`config.mk`:
```
export PLATFORM = sky130hd
export DESIGN_NAME = tdpt_divider
export DESIGN_NICKNAME = d
export VERILOG_FILES = /design/src/design/tdpt_pkg.sv /design/src/design/tdpt_divider.sv
export VERILOG_INCLUDE_DIRS = /design/src /design/src/design
export SDC_FILE = /design/constraint.sdc
export NUM_CORES = 1
export LEC_CHECK = 0
export ABC_CLOCK_PERIOD_IN_PS = 3200
export CORE_MARGIN = 8
export CORE_UTILIZATION = 35
export DETAILED_ROUTE_END_ITERATION = 16
export DONT_BUFFER_PORTS = 1
export SLEW_MARGIN = 20
export SYNTH_ARGS = -nofsm -noshare
export SYNTH_HDL_FRONTEND = slang
export SYNTH_SLANG_ARGS = --single-unit
```
`constraint.sdc`:
```
create_clock -name clock -period 3.2 [get_ports clock]
set_input_delay 0.8 -clock clock [delete_from_list [all_inputs] [get_ports clock]]
set_output_delay 0.8 -clock clock [all_outputs]
set_load 0.01 [all_outputs]
```
`src/design/assert_macros.svh`:
```
// Assertion macros shared by the prime tester RTL.
// Depends on nothing; included by the files that carry assertions.
`ifndef ASSERT_MACROS_SVH
`define ASSERT_MACROS_SVH

// Same-cycle implication, idle while reset is high
`define ASSERT_IMPLIES(lbl, clk, rst, ante, cons, msg) \
   lbl: assert property (@(posedge clk) disable iff (rst) (ante) |-> (cons)) else $error(msg);

// Next-cycle implication, idle while reset is high
`define ASSERT_NEXT(lbl, clk, rst, ante, cons, msg) \
   lbl: assert property (@(posedge clk) disable iff (rst) (ante) |=> (cons)) else $error(msg);

`endif

```
`src/design/tdpt_pkg.sv`:
```
// Shared types and constants of the trial-division prime tester.
// Depends on nothing; used by tdpt_divider and trial_division_prime_test_core.
package tdpt_pkg;

   // Default sizing of the core
   localparam int TABLE_DEPTH_DEF = 8192;
   localparam int VALUE_WIDTH_DEF = 32;

   // Fixed widths of the beat fields and of one stored prime
   localparam int FIELD_W = 32;
   localparam int PRIME_W = 16;

   // Table limit after reset
   localparam logic [PRIME_W-1:0] LIMIT_RESET = 16'hFFFF;

   // Walk sequencer states
   typedef enum logic [2:0] {
      ST_IDLE,
      ST_WALK,
      ST_FETCH,
      ST_CHECK,
      ST_DIVIDE,
      ST_FINISH
   } tdpt_state_type;

   // Status from the remainder unit
   typedef struct packed {
      logic done;
      logic rem_zero;
   } tdpt_div_stat_type;

endpackage

```
`src/design/tdpt_divider.sv`:
```
// Bit-serial restoring remainder unit: one dividend bit per cycle.
// Depends on tdpt_pkg and assert_macros.svh.
`include "assert_macros.svh"

module tdpt_divider #(
   parameter int VALUE_WIDTH = tdpt_pkg::VALUE_WIDTH_DEF
) (
   input  logic                          clock,
   input  logic                          reset,
   input  logic                          start,
   input  logic [VALUE_WIDTH-1:0]        dividend,
   input  logic [tdpt_pkg::PRIME_W-1:0]  divisor,
   output tdpt_pkg::tdpt_div_stat_type   stat
);

   localparam int STEP_W = $clog2(VALUE_WIDTH + 1);
   localparam int PW     = tdpt_pkg::PRIME_W;

   logic                   busy_ff, busy_in;
   logic                   done_ff, done_in;
   logic [STEP_W-1:0]      step_ff, step_in;
   logic [VALUE_WIDTH-1:0] dvd_ff, dvd_in;
   logic [PW-1:0]          rem_ff, rem_in;
   logic [PW:0]            trial;

   // One restoring step: shift in the next dividend bit, subtract if it fits
   always_comb begin
      trial   = {rem_ff, dvd_ff[VALUE_WIDTH-1]};
      busy_in = busy_ff;
      done_in = 1'b0;
      step_in = step_ff;
      dvd_in  = dvd_ff;
      rem_in  = rem_ff;
      if (start) begin
         busy_in = 1'b1;
         step_in = STEP_W'(VALUE_WIDTH);
         dvd_in  = dividend;
         rem_in  = '0;
      end else if (busy_ff) begin
         dvd_in  = dvd_ff << 1;
         step_in = step_ff - 1'b1;
         if (trial >= {1'b0, divisor}) begin
            rem_in = PW'(trial - {1'b0, divisor});
         end else begin
            rem_in = trial[PW-1:0];
         end
         if (step_ff == STEP_W'(1)) begin
            busy_in = 1'b0;
            done_in = 1'b1;
         end
      end
   end

   // Hold control flags under reset, payload free-running
   always_ff @(posedge clock) begin
      if (reset) begin
         busy_ff <= 1'b0;
         done_ff <= 1'b0;
         step_ff <= '0;
      end else begin
         busy_ff <= busy_in;
         done_ff <= done_in;
         step_ff <= step_in;
      end
      dvd_ff <= dvd_in;
      rem_ff <= rem_in;
   end

   assign stat.done     = done_ff;
   assign stat.rem_zero = (rem_ff == '0);

   `ASSERT_IMPLIES(a_done_not_busy, clock, reset, done_ff, !busy_ff, "divider done while busy")
   `ASSERT_NEXT(a_start_busy, clock, reset, start, busy_ff && !done_ff, "divider did not start")

endmodule

```
# After elaboration in Yosys (flattened, before gate mapping)

Index checks and enable logic that the tools add are counted.

Flip-flop bits (word level): 56
Input bits: 51
Output and inout bits: 2
Word-level logic and storage cells: 24

$add $sub $neg: 2
$lt $le $gt $ge: 1
Eq/ne operators: 1
Mux-type cells: 9
Bitwise logic cells: 1
Reduce and logical (&&, ||, !) cells: 4

Operators with widths:

| operator                                                               | number |
|---|---|
| 32-bit two-way mux                                                     | 2 |
| 17-bit by 16-bit >= comparator with 1-bit output                       | 1 |
| 16-bit zero test                                                       | 1 |
| 16-bit two-way mux                                                     | 1 |
| 16-bit subtractor                                                      | 1 |
| 6-bit two-way mux                                                      | 2 |
| 6-bit by 1-bit equality test with 1-bit output (second input constant) | 1 |
| 6-bit by 1-bit subtractor with 6-bit output (second input constant)    | 1 |
| 1-bit two-way mux                                                      | 4 |
| 3-bit OR reduction                                                     | 1 |
| 2-bit nonzero test                                                     | 1 |
| 2-bit OR reduction                                                     | 1 |
| 1-bit NOT                                                              | 1 |

# Longest topological paths before layout

Gate-level depths: netlist of the first run.

Depth in word-level cells: 4
Mapped depth: 11

# Worst setup path after synthesis of the first run

OpenSTA, ideal clock, no wires.

Path type: input -> register
Start: input port divisor[0] in the netlist's numbering
End: register rem_ff[8]
Setup time: 86 ps
Data arrival time: 2827 ps
Data required time: 3114 ps
Path slack: 288 ps
Cell stages on the path: 10
Buffers on the path: 0
Cells stage by stage: ha_1 inv_1 fa_1 a211oi_1 nor3_1 or3b_2 a21oi_1 xnor2_1 mux2i_1 a211oi_1

Word-level cells in the longest chain between the ends: 2

RTL lines:

| item                                                                                         | RTL line                               | RTL |
|---|---|---|
| start, declared                                                                              | tdpt_divider.sv:12                     | `input logic [tdpt_pkg::PRIME_W-1:0] divisor,` |
| 16-bit subtractor / 17-bit by 16-bit >= comparator with 1-bit output (equally long branches) | tdpt_divider.sv:43, tdpt_divider.sv:42 |  |
| 16-bit two-way mux *                                                                         | tdpt_divider.sv:42                     | `if (trial >= {1'b0, divisor}) begin` |
| end signal, assigned                                                                         | tdpt_divider.sv:66                     | `rem_ff <= rem_in;` |
| end, declared                                                                                | tdpt_divider.sv:23                     | `logic [PW-1:0] rem_ff, rem_in;` |

Mark *: on every way between the ends. The rest lies on a longest branch, timed or not.
A chain may end at the register's enable or synchronous reset.

# Worst setup path in the final report of the first run

Ends and elaborated chain as after synthesis.

==> results.cfg, run 1 <==
[yosys]
synthMuxAreaShare_pct = 14.02
postSynthCellCount = 325
synth-compound-area-share_pct = 13.35
yosys.area_share.simple_pct = 13.50
synth_top_family_by_area = multiplexers
synth.distinct_cells = 53
seq_area_frac_synth_pct = 42.95
ys_top_cells_by_count = nor2_1 (34), edfxtp_1 (32), mux2_2 (32)
syn_avg_cell_area_sq_um = 10.33
syn-num-nets = 395
synth-xor-area-share_pct = 3.915
synth_area_leaders = edfxtp_1 (29%), dfxtp_1 (14%), mux2_2 (11%)
synth_fa_ha_area_share_pct = 7.308
synth-main-ff-cell = edfxtp_1
synth_area_sq_um = 3356
synth_area_leader_cell = edfxtp_1
yosysMostFrequentCell = nor2_1
synth_edf_count = 32
ys_seq_elements = 56
synth_top_area_share_pct = 28.64
async_flop_share_pct = 0
yosysWarningCount = 0

[cts]
clkSinkCount = 56
cts.clk_slew.worst_paths_ns = 0.10
cts_hold_buf = 0
cts.repair.resized = 0
clockBufferDepth = 2
clkLatencyLatePin_ns = 0.31
post-cts-setup-buffers = 0
cts_buffers = 5
h-tree-depth = 2
cts_tree = built
root_buffer = clkbuf_8

[detailed_routing]
num_vias = 2335
wl_um = 7236
top_layer = met4
first_pass_iters = 4
dr.first_iter.drc_count = 114
post_drt_wl_per_cell_um = 15.97
ant_nets = 0
viasPerCell = 5.155
met2_length_um = 3395
wl_met1_um = 3421
drc = 0
dr_wl_met3_um = 281

[global_routing]
grt_max_degree = 50
grt_pass1_vias = 2338
grt_pass1_wl_um = 11720
grt_use_total_pct = 11.26
antenna_found_initial = 0
grt_overflow_total = 0

[placed_design]
pre_cts_slack_ns = 0.1902
dp_hpwl_um = 5365
globalplace.congestion = 0.8652
portBuffers = 0

[run]
drv_cap = 0

[die]
die_h_um = 113.9
dieArea_sq_um = 12980
die_w_um = 113.9
start_util_pct = 36.15
rows = 35
core_sq_um = 9284
ios = 53

[timing]
hold_viol_final = 0
rsz0062_at_grt = false
setup_ws_ns = 0.5088
worst_pin_slew_ns = 0.4626
whs_ns = 0.5034
setup_viol = 0
tns_ns = 0
min_period_ns = 2.691
slew_violations = 0
fin_crit_sh_pct = 84.10
relSlewSlack_pct = 68.75
clock_skew_ns = 0.01169
max_freq_mhz = 371.6

[worst_setup_path]
critPathKind = primary input to flip-flop
critPathRequiredTime_ns = 3.42
crit_path_start_kind = primary input
crit_arrival_ns = 2.92
crit_path_end_kind = flip-flop
crit_fanout = 4

[power]
power_density_nw_per_um2 = 506.0
power_mw = 1.830
ir_worst_vdd_mv = 0.2163
leakage_nw = 1.408

[hold_path]
hold_path_class = flip-flop to flip-flop

[final_layout]
drive_above_1_share_pct = 16.98
final.fill_count = 940
antennaDiodeCount = 0
syn_to_final_growth_pct = 7.793
layout.nets = 393

[run_status]
status = complete, no violations
where the power goes:
part	switching [mW]	internal, mW	leakage [nW]
sequential	0.0425	0.840	0.520
clock	0.241	0.282	0.0636
combinational	0.228	0.197	0.824
worst max-delay path: stages:
cell and delay (ns):
ha_1 0.14, inv_1 0.05, fa_1 0.40, a211oi_1 0.25, buf_4 0.16, nor3_1 0.04
or3b_2 0.44, a21oi_1 0.19, xnor2_1 0.13, mux2i_1 0.08, a211oi_1 0.22
through the flow:
| step | area (sq um) | cells | utilization (%) |
|---|---|---|---|
| floorplan | 3356 | 325 | - |
| global placement | 3490 | 445 | 37.59 |
| detailed placement | 3490 | 445 | 37.59 |
| CTS | 3617 | 453 | 38.96 |
| global route | 3617 | 453 | 38.96 |
| finish | 3617 | 453 | 38.96 |
per-layer routing:
metal / up-vias / global-route usage (%)
li1: 1187 / -
met1: 1091 / 14.06
met2: 49 / 18.38
met3: 8 / 2.483
met4: 0 / 4.525
met5: - / 0
sequential cells by signal (all words and copies together) (netlist names):
name and count:
busy_ff 1, done_ff 1, rem_ff 16, step_ff 6, dvd_ff 32
layout make-up:
cell class,instances,area (sq um),area share [%]
Sequential cell,56,1441,39.85
Tap cell,129,161.4,4.462
Clock inverter,1,30.03,0.8302
Clock buffer,7,97.59,2.698
Timing Repair Buffer,7,52.55,1.453
Inverter,23,86.33,2.387
Multi-Input combinational cell,230,1748,48.32
final timing paths:
| check | from | depth (start not counted) | slack [ns] | end |
|---|---|---|---|---|
| setup / recovery | divisor[0] | 11 | 0.51 | rem_ff[8]$_SDFFE_PP0P_ |
| hold / removal | step_ff[1]$_SDFFE_PP0P_ | 2 | 0.50 | step_ff[1]$_SDFFE_PP0P_ |
| setup reg to reg | dvd_ff[31]$_DFFE_PP_ | 12 | 0.51 | rem_ff[8]$_SDFFE_PP0P_ |
| hold reg to reg | step_ff[1]$_SDFFE_PP0P_ | 2 | 0.50 | step_ff[1]$_SDFFE_PP0P_ |
cells in the final DEF, fill, tap and decap left out, types with 2 or more instances in the layout:
| master | count |
|---|---|
| o21ai_0 | 13 |
| nor2_1 | 34 |
| nor4_1 | 7 |
| clkbuf_8 | 5 |
| nand2_1 | 18 |
| a211oi_1 | 16 |
| nor4b_1 | 2 |
| or2_2 | 2 |
| a21o_1 | 3 |
| a21oi_1 | 13 |
| nand3_1 | 3 |
| inv_1 | 23 |
| o21bai_1 | 2 |
| nand4_1 | 5 |
| buf_4 | 7 |
| edfxtp_1 | 32 |
| or3_1 | 2 |
| xnor2_1 | 8 |
| nor3b_1 | 2 |
| dfxtp_1 | 24 |
| nor3_1 | 6 |
| xor2_1 | 7 |
| mux2_2 | 32 |
| ha_1 | 18 |
| mux2i_1 | 11 |
| o311ai_1 | 2 |
cell families (layout without fill, tap and decap cells):
group                      count (synthesis)  after routing
AOI/OAI and AO/OA                         62             62
DFF                                       56             56
buffers and inverters                     39             38
adders and majority gates                 19             19
muxes                                     43             43
xor gates and xnor gates                  15             15
and+or+nand+nor                           91             91
No activity file was read; power rests on OpenSTA's default activity.
==> run 2, diff against run 1 <==
Settings changed: ABC_CLOCK_PERIOD_IN_PS 3200 to 2200.
Clock period 3.2 ns to 2.2 ns, I/O delays scaled along.
==> results.cfg, run 2 (same netlist as run 1, synthesis figures left out) <==
[run_status]
status = finished, violations left
violations = negative setup slack

[timing]
min_period_ns = 2.414
max_freq_mhz = 414.2
fin_crit_sh_pct = 109.7
rsz0062_at_grt = true
relSlewSlack_pct = 70.29
setup_viol = 16
whs_ns = 0.2869
setup_ws_ns = -0.2140
tns_ns = -1.599
slew_violations = 0
hold_viol_final = 0
worst_pin_slew_ns = 0.4416
clock_skew_ns = 0.009405

[cts]
cts_tree = built
clkSinkCount = 56
cts_buffers = 5
cts.clk_slew.worst_paths_ns = 0.11
root_buffer = clkbuf_8
clkLatencyLatePin_ns = 0.32
h-tree-depth = 2
clockBufferDepth = 2

[placed_design]
globalplace.congestion = 0.8822
dp_hpwl_um = 6117
pre_cts_slack_ns = -0.3808
portBuffers = 0
dp.cells = 500

[worst_setup_path]
crit_arrival_ns = 2.63
worst_path_max_delay_cell = edfxtp_1
critPathKind = flip-flop to flip-flop
crit_path_start_kind = flip-flop
cpMostUsedCell = inv_2
r2r-start = dvd_ff[31]$_DFFE_PP_
cp_slowest_stage_delay_ns = 0.44
crit_path_end_kind = flip-flop
critical_path.startpoint = dvd_ff[31]$_DFFE_PP_
critPathRequiredTime_ns = 2.41
crit_fanout = 3
path_cells = inv_2, ha_4, inv_2, fa_2, a211oi_4, o21ai_1, a21o_1, nand2_2, mux2_4, nor4b_4, nor4_1

[detailed_routing]
wl_um = 8168
post_drt_wl_per_cell_um = 15.98
viasPerCell = 5.041
ant_nets = 0
num_vias = 2576
first_pass_iters = 6
dr.first_iter.drc_count = 147
drc = 0

[final_layout]
largest_reg_flops = 32
final.fill_count = 888
drive_above_1_share_pct = 37.17
multi_input_area_sq_um = 1962
layout.nets = 451
top_register = dvd_ff
syn_to_final_growth_pct = 27.29
final_common_cell = buf_4
top_regs = dvd_ff: 32 flops, rem_ff: 16 flops, step_ff: 6 flops
fin_cells = 511
antennaDiodeCount = 0
final_cell_mix = buf_4 (61), nor2_1 (33), edfxtp_1 (32), mux2_2 (31), dfxtp_1 (24)
seq_area_sq_um = 1441

[global_routing]
grt_use_total_pct = 12.69
grt_overflow_total = 0
grt_pass1_wl_um = 13270
antenna_found_initial = 0
grt_max_degree = 50
grt_pass1_vias = 2674

[die]
dieArea_sq_um = 12980
core_sq_um = 9284
die_w_um = 113.9
die_h_um = 113.9
ios = 53
rows = 35
start_util_pct = 36.15

[hold_path]
hp-start = reset
hold_path_class = primary input to flip-flop

[power]
power_density_nw_per_um2 = 657.5
leakage_nw = 1.708
ir_worst_vdd_mv = 0.3110

[run]
drv_cap = 0
-- run 2: cell type report --
type / instances / area share (%)
clock inverter: 3 / 0.6444
sequential: 56 / 33.74
clock buffer: 5 / 1.611
multi-input combinational: 230 / 45.93
tap: 129 / 3.779
timing repair buffer: 65 / 11.98
inverter: 23 / 2.314
-- run 2: worst paths after layout --
kind	endpoint	slack [ns]	depth (start not counted)
worst min-delay path	step_ff[5]$_SDFFE_PP0P_	0.29	1
worst max-delay path	rem_ff[14]$_SDFFE_PP0P_	-0.21	11
worst min register to register	step_ff[1]$_SDFFE_PP0P_	0.50	2
worst max register to register	rem_ff[14]$_SDFFE_PP0P_	-0.21	11
-- run 2: power breakdown --
part | internal [mW] | switching [mW]
Clock | 0.235 | 0.377
Sequential | 1.22 | 0.0491
Combinational | 0.486 | 0.440
Total | 1.94 | 0.866
-- run 2: critical path, delay by kind of cell (launching register included) --
family                   cells  cell delay (ns)
adder cells (fa/ha/maj)      2             0.48
flip-flops                   1             0.44
AO/OA/AOI/OAI                3             0.57
buffers and inverters        2             0.13
AND/OR/NAND/NOR              3             0.37
multiplexers                 1             0.31
-- run 2: repair_timing --
item                       in CTS  in global routing
setup buffers                   1                  3
hold buffers                    0                  0
setup endpoints to repair      16                 16
pin swaps                      12                  9
gates resized for setup         9                 10
-- run 2: stage by stage --
step	util, %	total power [mW]	area (sq um)
4_1_cts	45.34	2.812	4209
2_1_floorplan	-	1.864	3522
6_report	46.01	2.809	4272
3_3_place_gp	43.85	2.138	4071
3_5_place_dp	43.85	2.153	4071
5_1_grt	46.01	2.972	4272
-- run 2: layer usage --
layer	share of wire (%)	global-route usage, %	up-vias
li1	-	-	1303
met1	46	15.88	1223
met2	49	22.29	38
met3	2.3	1.479	12
met4	1.8	3.727	0
met5	0	0	-
